File: src/rtl/core/hsv2rgb_pkg.sv
// ---------------------------------------------------------------------------
// HSV to RGB converter package
// Shared widths, constants, sector codes and channel roles.
// ---------------------------------------------------------------------------
package hsv2rgb_pkg;

  localparam int unsigned HUE_W             = 15;
  localparam int unsigned CHAN_W            = 8;
  localparam int unsigned HUE_FRAC_BITS_DEF = 6;

  localparam int unsigned SECTOR_DEG = 60;
  localparam int unsigned SECTOR_CNT = 6;
  localparam int unsigned FULL_SCALE = 255;

  // Rounding divisor once the hue fraction bits are shifted out: 2 * 255 * 60
  localparam int unsigned ROUND_DIV   = 2 * FULL_SCALE * SECTOR_DEG;
  localparam int unsigned RECIP_SHIFT = 32;
  localparam int unsigned RECIP_W     = 18;
  localparam logic [RECIP_W-1:0] RECIP =
    RECIP_W'((64'd1 << RECIP_SHIFT) / ROUND_DIV);

  localparam int unsigned SECT_STAGES = 2;
  localparam int unsigned CHAN_STAGES = 4;
  localparam int unsigned PIPE_DEPTH  = SECT_STAGES + CHAN_STAGES;

  typedef enum logic [2:0] {
    SECT_0,
    SECT_1,
    SECT_2,
    SECT_3,
    SECT_4,
    SECT_5,
    SECT_NONE
  } sector_e;

  // What a channel carries: m only, m plus x, or m plus c
  typedef enum logic [1:0] {
    ROLE_ZERO,
    ROLE_X,
    ROLE_C
  } role_e;

  typedef struct packed {
    role_e red;
    role_e green;
    role_e blue;
  } roles_t;

  function automatic roles_t sector_roles(sector_e sect);
    roles_t r;
    r = '{red: ROLE_ZERO, green: ROLE_ZERO, blue: ROLE_ZERO};
    unique case (sect)
      SECT_0:  begin r.red   = ROLE_C; r.green = ROLE_X; end
      SECT_1:  begin r.red   = ROLE_X; r.green = ROLE_C; end
      SECT_2:  begin r.green = ROLE_C; r.blue  = ROLE_X; end
      SECT_3:  begin r.green = ROLE_X; r.blue  = ROLE_C; end
      SECT_4:  begin r.red   = ROLE_X; r.blue  = ROLE_C; end
      SECT_5:  begin r.red   = ROLE_C; r.blue  = ROLE_X; end
      default: r = '{red: ROLE_ZERO, green: ROLE_ZERO, blue: ROLE_ZERO};
    endcase
    return r;
  endfunction

endpackage

File: src/rtl/core/hsv_to_rgb_converter_core.sv
// ---------------------------------------------------------------------------
// HSV to RGB converter core
// Converts one HSV pixel with alpha into rounded 8-bit RGBA per clock.
// ---------------------------------------------------------------------------
// Usage:
//   Input channel: drive hue_i, saturation_i, brightness_i and alpha_in_i and
//   raise start_i; the transfer takes place at the rising edge where start_i
//   is high and busy_o is low. busy_o is high only during reset and the first
//   cycle after it; from then on a pixel may enter on every clock.
//   Output channel: valid_o strobes for exactly one cycle with red_o, green_o,
//   blue_o and alpha_out_o; the receiver takes the transfer at the edge that
//   ends that cycle and cannot hold it off, so the pipeline never stalls.
//   Pipeline: valid_o and the result registers are loaded at the same edge,
//   after two sector stages (sector compare, weight select) and four channel
//   stages (s*d multiply, v*w multiply, reciprocal multiply, correction and
//   clamp). Throughput: one pixel per clock.
//   Hue is degrees times 2^HUE_FRAC_BITS; hue of 360 degrees or more gives
//   v - c on all three channels.
//   Reset: rst_ni clears the valid line and raises busy_o; payload registers
//   keep whatever they held and are never shown without a valid bit.
// ---------------------------------------------------------------------------
module hsv_to_rgb_converter_core #(
  parameter int unsigned HUE_FRAC_BITS = hsv2rgb_pkg::HUE_FRAC_BITS_DEF
) (
  input  logic                           clk_i,
  input  logic                           rst_ni,
  input  logic                           start_i,
  output logic                           busy_o,
  input  logic [hsv2rgb_pkg::HUE_W-1:0]  hue_i,
  input  logic [hsv2rgb_pkg::CHAN_W-1:0] saturation_i,
  input  logic [hsv2rgb_pkg::CHAN_W-1:0] brightness_i,
  input  logic [hsv2rgb_pkg::CHAN_W-1:0] alpha_in_i,
  output logic                           valid_o,
  output logic [hsv2rgb_pkg::CHAN_W-1:0] red_o,
  output logic [hsv2rgb_pkg::CHAN_W-1:0] green_o,
  output logic [hsv2rgb_pkg::CHAN_W-1:0] blue_o,
  output logic [hsv2rgb_pkg::CHAN_W-1:0] alpha_out_o
);
  import hsv2rgb_pkg::*;

  localparam int unsigned UNIT = SECTOR_DEG << HUE_FRAC_BITS;
  localparam int unsigned UW   = $clog2(UNIT + 1);

  // Hold busy_o high through reset and release it on the clock edge that follows
  logic busy_q;
  logic accept;

  always_ff @(posedge clk_i or negedge rst_ni) begin
    if (!rst_ni) begin
      busy_q <= 1'b1;
    end else begin
      busy_q <= 1'b0;
    end
  end

  assign busy_o = busy_q;
  assign accept = start_i && !busy_q;

  // Valid bits advance alongside the data, one per stage
  logic [PIPE_DEPTH-1:0] vld_q;

  always_ff @(posedge clk_i or negedge rst_ni) begin
    if (!rst_ni) begin
      vld_q <= '0;
    end else begin
      vld_q <= {vld_q[PIPE_DEPTH-2:0], accept};
    end
  end

  // Alpha needs no arithmetic: delay it to line up with the channels
  logic [CHAN_W-1:0] alpha_q [PIPE_DEPTH];

  always_ff @(posedge clk_i) begin
    alpha_q[0] <= alpha_in_i;
    for (int i = 1; i < PIPE_DEPTH; i++) begin
      alpha_q[i] <= alpha_q[i-1];
    end
  end

  // Sector decode and per-channel weights
  logic [UW-1:0]     d_red, d_green, d_blue;
  logic [CHAN_W-1:0] sat_s, val_s;

  hsv2rgb_sector #(
    .HUE_FRAC_BITS (HUE_FRAC_BITS)
  ) u_sector (
    .clk_i     (clk_i),
    .hue_i     (hue_i),
    .sat_i     (saturation_i),
    .val_i     (brightness_i),
    .d_red_o   (d_red),
    .d_green_o (d_green),
    .d_blue_o  (d_blue),
    .sat_o     (sat_s),
    .val_o     (val_s)
  );

  // One arithmetic lane per colour channel
  hsv2rgb_channel #(
    .HUE_FRAC_BITS (HUE_FRAC_BITS)
  ) u_red (
    .clk_i  (clk_i),
    .d_i    (d_red),
    .sat_i  (sat_s),
    .val_i  (val_s),
    .chan_o (red_o)
  );

  hsv2rgb_channel #(
    .HUE_FRAC_BITS (HUE_FRAC_BITS)
  ) u_green (
    .clk_i  (clk_i),
    .d_i    (d_green),
    .sat_i  (sat_s),
    .val_i  (val_s),
    .chan_o (green_o)
  );

  hsv2rgb_channel #(
    .HUE_FRAC_BITS (HUE_FRAC_BITS)
  ) u_blue (
    .clk_i  (clk_i),
    .d_i    (d_blue),
    .sat_i  (sat_s),
    .val_i  (val_s),
    .chan_o (blue_o)
  );

  assign valid_o     = vld_q[PIPE_DEPTH-1];
  assign alpha_out_o = alpha_q[PIPE_DEPTH-1];

endmodule

File: src/rtl/core/hsv2rgb_sector.sv
// ---------------------------------------------------------------------------
// HSV to RGB sector stage
// Finds the hue sector and the per-channel weight d = unit - t, two stages.
// ---------------------------------------------------------------------------
module hsv2rgb_sector #(
  parameter int unsigned HUE_FRAC_BITS = hsv2rgb_pkg::HUE_FRAC_BITS_DEF,
  localparam int unsigned UNIT = hsv2rgb_pkg::SECTOR_DEG << HUE_FRAC_BITS,
  localparam int unsigned UW   = $clog2(UNIT + 1)
) (
  input  logic                           clk_i,
  input  logic [hsv2rgb_pkg::HUE_W-1:0]  hue_i,
  input  logic [hsv2rgb_pkg::CHAN_W-1:0] sat_i,
  input  logic [hsv2rgb_pkg::CHAN_W-1:0] val_i,
  output logic [UW-1:0]                  d_red_o,
  output logic [UW-1:0]                  d_green_o,
  output logic [UW-1:0]                  d_blue_o,
  output logic [hsv2rgb_pkg::CHAN_W-1:0] sat_o,
  output logic [hsv2rgb_pkg::CHAN_W-1:0] val_o
);
  import hsv2rgb_pkg::*;

  localparam int unsigned SPAN_W = $clog2(SECTOR_CNT * UNIT + 1);
  localparam int unsigned HCW    = (SPAN_W > HUE_W) ? SPAN_W : HUE_W;

  // Stage 1: sector from parallel compares against multiples of the unit
  logic [2:0]        above;
  sector_e           sect_q;
  logic [HUE_W-1:0]  hue_q;
  logic [CHAN_W-1:0] sat1_q, val1_q;

  always_comb begin
    above = '0;
    for (int k = 1; k <= SECTOR_CNT; k++) begin
      if (HCW'(hue_i) >= HCW'(k * UNIT)) above = above + 3'd1;
    end
  end

  always_ff @(posedge clk_i) begin
    sect_q <= sector_e'(above);
    hue_q  <= hue_i;
    sat1_q <= sat_i;
    val1_q <= val_i;
  end

  // Stage 2: weight of the secondary component, then place it by role
  logic [HCW-1:0] lo, hi, hx, dx_full;
  logic [UW-1:0]  dx;
  roles_t         roles;
  logic [UW-1:0]  d_red_q, d_green_q, d_blue_q;
  logic [CHAN_W-1:0] sat2_q, val2_q;

  function automatic logic [UW-1:0] pick(role_e role, logic [UW-1:0] x);
    logic [UW-1:0] d;
    case (role)
      ROLE_C:  d = '0;
      ROLE_X:  d = x;
      default: d = UW'(UNIT);
    endcase
    return d;
  endfunction

  always_comb begin
    lo = '0;
    for (int k = 0; k < SECTOR_CNT; k++) begin
      if (sect_q == sector_e'(k)) lo = HCW'(k * UNIT);
    end
    hi      = lo + HCW'(UNIT);
    hx      = HCW'(hue_q);
    // rising sector: d = hi - h; falling sector: d = h - lo
    dx_full = sect_q[0] ? (hx - lo) : (hi - hx);
    dx      = UW'(dx_full);
    roles   = sector_roles(sect_q);
  end

  always_ff @(posedge clk_i) begin
    d_red_q   <= pick(roles.red, dx);
    d_green_q <= pick(roles.green, dx);
    d_blue_q  <= pick(roles.blue, dx);
    sat2_q    <= sat1_q;
    val2_q    <= val1_q;
  end

  assign d_red_o   = d_red_q;
  assign d_green_o = d_green_q;
  assign d_blue_o  = d_blue_q;
  assign sat_o     = sat2_q;
  assign val_o     = val2_q;

endmodule

File: src/rtl/core/hsv2rgb_channel.sv
// ---------------------------------------------------------------------------
// HSV to RGB channel stage
// Computes round(v * (255u - s*d) / (255u)) for one channel in four stages.
// ---------------------------------------------------------------------------
module hsv2rgb_channel #(
  parameter int unsigned HUE_FRAC_BITS = hsv2rgb_pkg::HUE_FRAC_BITS_DEF,
  localparam int unsigned UNIT = hsv2rgb_pkg::SECTOR_DEG << HUE_FRAC_BITS,
  localparam int unsigned UW   = $clog2(UNIT + 1)
) (
  input  logic                           clk_i,
  input  logic [UW-1:0]                  d_i,
  input  logic [hsv2rgb_pkg::CHAN_W-1:0] sat_i,
  input  logic [hsv2rgb_pkg::CHAN_W-1:0] val_i,
  output logic [hsv2rgb_pkg::CHAN_W-1:0] chan_o
);
  import hsv2rgb_pkg::*;

  localparam longint unsigned FULL    = longint'(FULL_SCALE) * UNIT;
  localparam longint unsigned NUM_MAX = longint'(FULL_SCALE) * FULL;
  localparam int unsigned     PW      = $clog2(FULL + 1);
  localparam int unsigned     NW      = $clog2(NUM_MAX + 1);
  localparam int unsigned     RW      = $clog2(2 * NUM_MAX + FULL + 1);
  localparam int unsigned     YW      = RW - HUE_FRAC_BITS;
  localparam int unsigned     PRW     = YW + RECIP_W;
  localparam int unsigned     QW      = PRW - RECIP_SHIFT;

  // Stage 1: s * d
  logic [PW-1:0]     p_q;
  logic [CHAN_W-1:0] val1_q;

  always_ff @(posedge clk_i) begin
    p_q    <= PW'(sat_i) * PW'(d_i);
    val1_q <= val_i;
  end

  // Stage 2: v * (255u - s*d)
  logic [PW-1:0] w;
  logic [NW-1:0] num_q;

  assign w = PW'(FULL) - p_q;

  always_ff @(posedge clk_i) begin
    num_q <= NW'(val1_q) * NW'(w);
  end

  // Stage 3: add half the divisor, drop the hue fraction, reciprocal multiply
  logic [RW-1:0]  rsum;
  logic [YW-1:0]  y;
  logic [YW-1:0]  y_q;
  logic [PRW-1:0] prod_q;

  assign rsum = (RW'(num_q) << 1) + RW'(FULL);
  assign y    = rsum[RW-1:HUE_FRAC_BITS];

  always_ff @(posedge clk_i) begin
    y_q    <= y;
    prod_q <= PRW'(y) * PRW'(RECIP);
  end

  // Stage 4: the estimate is at most one low; correct it, then clamp
  logic [QW-1:0] q0, q;
  logic [YW-1:0] rem;
  logic [CHAN_W-1:0] chan_q;

  always_comb begin
    q0  = prod_q[PRW-1:RECIP_SHIFT];
    rem = y_q - YW'(q0) * YW'(ROUND_DIV);
    q   = q0 + QW'(rem >= YW'(ROUND_DIV));
  end

  always_ff @(posedge clk_i) begin
    chan_q <= (q > QW'(FULL_SCALE)) ? CHAN_W'(FULL_SCALE) : q[CHAN_W-1:0];
  end

  assign chan_o = chan_q;

endmodule

File: config.mk
export PLATFORM = sky130hd
export DESIGN_NAME = hsv_to_rgb_converter_core
export DESIGN_NICKNAME = d
export VERILOG_FILES = /design/src/rtl/core/hsv2rgb_pkg.sv /design/src/rtl/core/hsv_to_rgb_converter_core.sv /design/src/rtl/core/hsv2rgb_sector.sv /design/src/rtl/core/hsv2rgb_channel.sv
export SDC_FILE = /design/constraint.sdc
export NUM_CORES = 2
export LEC_CHECK = 0
export BUFFER_PORTS_ARGS = -buffer_cell sky130_fd_sc_hd__buf_4
export CAP_MARGIN = 10
export CORE_MARGIN = 4
export CORE_UTILIZATION = 31
export DETAILED_ROUTE_END_ITERATION = 12
export GPL_TIMING_DRIVEN = 0
export PLACE_DENSITY = 0.47
export SLEW_MARGIN = 0
export SYNTH_ARGS = -nofsm -noshare
export SYNTH_HDL_FRONTEND = slang
export SYNTH_HIERARCHICAL = 1
export SYNTH_SLANG_ARGS = --single-unit
File: constraint.sdc
create_clock -name clk_i -period 8.08 [get_ports clk_i]
set_input_delay 0.808 -clock clk_i [delete_from_list [all_inputs] [get_ports clk_i]]
set_output_delay 0.808 -clock clk_i [all_outputs]
set_load 0.005 [all_outputs]
==> key figures <==
Outcome
  • Outcome: finished clean

Worst hold path
  • Hold Crit Class: in2reg

Setup path
  • CP top delay family: adder cells
  • Largest stage delay, worst path: just under 600 ps
  • Worst endpoint required time: around 8600 ps
  • CP most frequent cell: ha_1
  • Worst setup path class: reg2reg
  • Type of origin of the critical path: flop
  • Worst Path Arrival: 8120 ps
  • CP bufs+invs: 4
  • Slowest cell on crit path: o41ai_1
  • Worst Path Max Fanout: 8
  • CP Capture Type: flop

Route
  • Residual DRC: 0
  • Initial drt markers: roughly 1300
  • Vias: roughly 37000
  • DRT Pass-1 Iters: 5
  • Vias/cell: 4.484
  • WL final: around 120 mm
  • Wirelength per Cell: 14.45 um
  • Post-route ant nets: 0

Clock tree
  • TritonCTS clock tree: done
  • Skew-Pair Late Insertion Delay: a little over 700 ps
  • Num CTS Buffers: between 50 and 60
  • Number of H-tree levels: 2
  • Reg clk slew, reported paths: around 60 ps
  • Clock Path Buffers: 3
  • Clk sinks: between 400 and 500
  • Clk root buf: clkbuf_16
  • Setup bufs post-CTS: 0

STA
  • RSZ-0062 raised after global routing: no
  • Crit share post-route: between 90% and 100%
  • Pin slew with the least headroom to its limit: between 1000 and 1500 ps
  • Worst slew margin: approximately a fifth
  • Setup violations, final: 0
  • Hold Violations, Final: 0
  • Final TNS setup: 0 ps
  • F_max: 0.1318 GHz
  • Clock Skews: roughly 54 ps
  • Slew Limit Fails: 0
  • Tmin final: about 7600 ps

Cells and area
  • Fraction of layout cells with a size suffix above 1: under 10%
  • Fillers: roughly 18000
  • Synthesis-to-layout area growth: 10.24%
  • Layout Nets: ~7600
  • Register Area: just over 8000 um^2
  • Area of the multi-input gates: ~42000 um^2

Floorplan
  • I/O pin count: 76
  • Initial Util: roughly 31%
  • Core footprint: 174600 um^2
  • Site Rows: 153
  • Die Height: ~430 um
  • Die Area: between 150000 and 200000 um^2
  • Die span in x: 428.0 um

Synthesis
  • Syn avg cell area: 9.504 um^2
  • Top cell type's share of synthesized area: between 20% and 30%
  • Number of flops mapped to enable cells by yosys: 0
  • Syn Inst Count: approximately 5800
  • Mapped cell area: ~55000 um^2
  • Largest area contributor in the netlist: fa_1
  • Most common flop cell mapped by yosys: dfxtp_1
  • Synth Warn #: 6
  • Post-synthesis sequential area ratio: around 15%
  • Post-synth cell types: 102
  • Syn Nets: between 7000 and 8000
  • FF+latch count, synth: between 400 and 500
  • Main area contributors after synthesis: fa_1, ha_1, dfxtp_1
  • Asr flop ratio synth: 1.741%

GRT
  • Largest net degree at the start of global routing: 17
  • First-pass GRT wire length: ~200 mm
  • Gr ovfl total: 0
  • Initial antenna violation count: 1
  • Vias in the first global route: between 30000 and 40000
  • Total global routing track utilization: a little over an eighth

Placement
  • Port Buffers: 74
  • Hpwl dp: 99.08 mm
  • Routability congestion estimate: slightly below 0.8

Flow run
  • Total of max-cap violations: 0
[final cells by class]
cell class | instances | area share (%)
Sequential cell | 402 | 13.41
Clock inverter | 39 | 0.8781
Clock buffer | 68 | 2.601
Timing Repair Buffer | 75 | 0.9383
Tap cell | 2325 | 4.826
Inverter | 1096 | 6.826
Multi-Input combinational cell | 4159 | 69.89
Buffer | 96 | 0.6228
Antenna cell | 1 | 0.004152
[kinds of logic (layout without fill, tap and decap cells)]
kind of cell,count (synthesis),in the layout,synth area share [%]
xor+xnor,349,349,5.714
mux,12,12,0.2243
flops,402,402,14.79
simple gates,1521,1521,14.00
other cells,1,2,0.006859
buf+inv,1192,1374,8.211
compound gates,567,567,7.087
fa+ha+maj,1709,1709,49.97
[metal layers]
metal	part of all wire (%)	vias up	GRT usage [%]
li1	-	18606	-
met1	49	17971	18.51
met2	46	353	22.37
met3	2.5	115	1.467
met4	2.3	0	3.414
met5	0	-	0
[synth_stat cells (all sizes together) (36+ instances only)]
| cell type | n |
|---|---|
| xnor2 | 209 |
| a21oi | 147 |
| nor2b | 42 |
| fa | 791 |
| nand4 | 36 |
| nor2 | 207 |
| and2 | 362 |
| o21ai | 110 |
| o21a | 40 |
| nand2 | 556 |
| a21o | 70 |
| and3 | 38 |
| inv | 1096 |
| clkbuf | 89 |
| ha | 918 |
| xor2 | 139 |
| nor3 | 79 |
| dfxtp | 395 |
| nand3 | 59 |
[layout by cell type, fill, tap and decap left out, types with 9 or more instances in the layout]
cell type,n
buf_4,74
o21a_1,40
nand4_1,36
a211oi_1,19
nand3_1,59
nor3b_1,11
nor2b_1,41
inv_1,1096
dfxtp_1,394
o31ai_1,14
a31oi_1,19
and3_1,37
clkbuf_1,89
a21o_1,70
a21boi_0,10
nand2_1,555
a21oi_1,145
or2_2,14
xor2_1,135
clkbuf_8,10
nand2b_1,29
or3_1,26
nand3b_1,14
xnor2_1,203
mux2i_1,10
and2_1,362
o211ai_1,9
a2111oi_0,9
ha_1,918
fa_1,791
o21ai_0,101
clkbuf_16,57
a311oi_1,9
clkinvlp_4,9
o21bai_1,13
nor3_1,74
nor2_1,207
a31o_2,11
[worst paths after layout]
| path | startpoint | endpoint | slack (ps) | cells past startpoint |
|---|---|---|---|---|
| hold reg to reg | u_sector/val1_q[2] | u_sector/val_o[2] | 320 | 0 |
| hold / removal | brightness_i[7] | u_sector/val1_q[7] | 200 | 1 |
| setup / recovery | u_blue/prod_q[36] | u_blue/chan_o[1] | 490 | 29 |
| min in group asynchronous | rst_ni | vld_q[0] | 450 | 2 |
| setup reg to reg | u_blue/prod_q[36] | u_blue/chan_o[1] | 490 | 29 |
| max in group asynchronous | rst_ni | busy_o | 7420 | 2 |
[per-stage QoR]
stage               area, um^2  setup WS (ps)  instances  util [%]  hold WS, ps
detailed placement       58140          281.2       8152     33.30        312.1
CTS                      60250          217.1       8260     34.51        92.52
global route             60270          22.40       8261     34.52        123.3
global placement         58140          266.1       8152     33.30        309.5
finish                   60270          489.9       8261     34.52        196.7
floorplan                54670           1471       5753         -        309.6
[sequential cells by signal, summed over array words and instances (netlist names), 20 cells and up]
name / count
u_blue/num_q: 23
u_blue/p_q: 20
u_green/p_q: 20
u_red/num_q: 23
alpha_q: 48
u_green/num_q: 23
u_green/y_q: 20
u_red/y_q: 20
u_blue/y_q: 20
u_red/p_q: 20
[what timing repair did]
action	CTS	global route
endpoints found under the hold margin	7	0
endpoints found under the setup margin	0	20
hold buffers	1	0
gates resized for setup	0	4
Power is left out: the tool's default activity adds up to more than one toggle a clock period on the data nets, which glitch-free logic cannot reach.
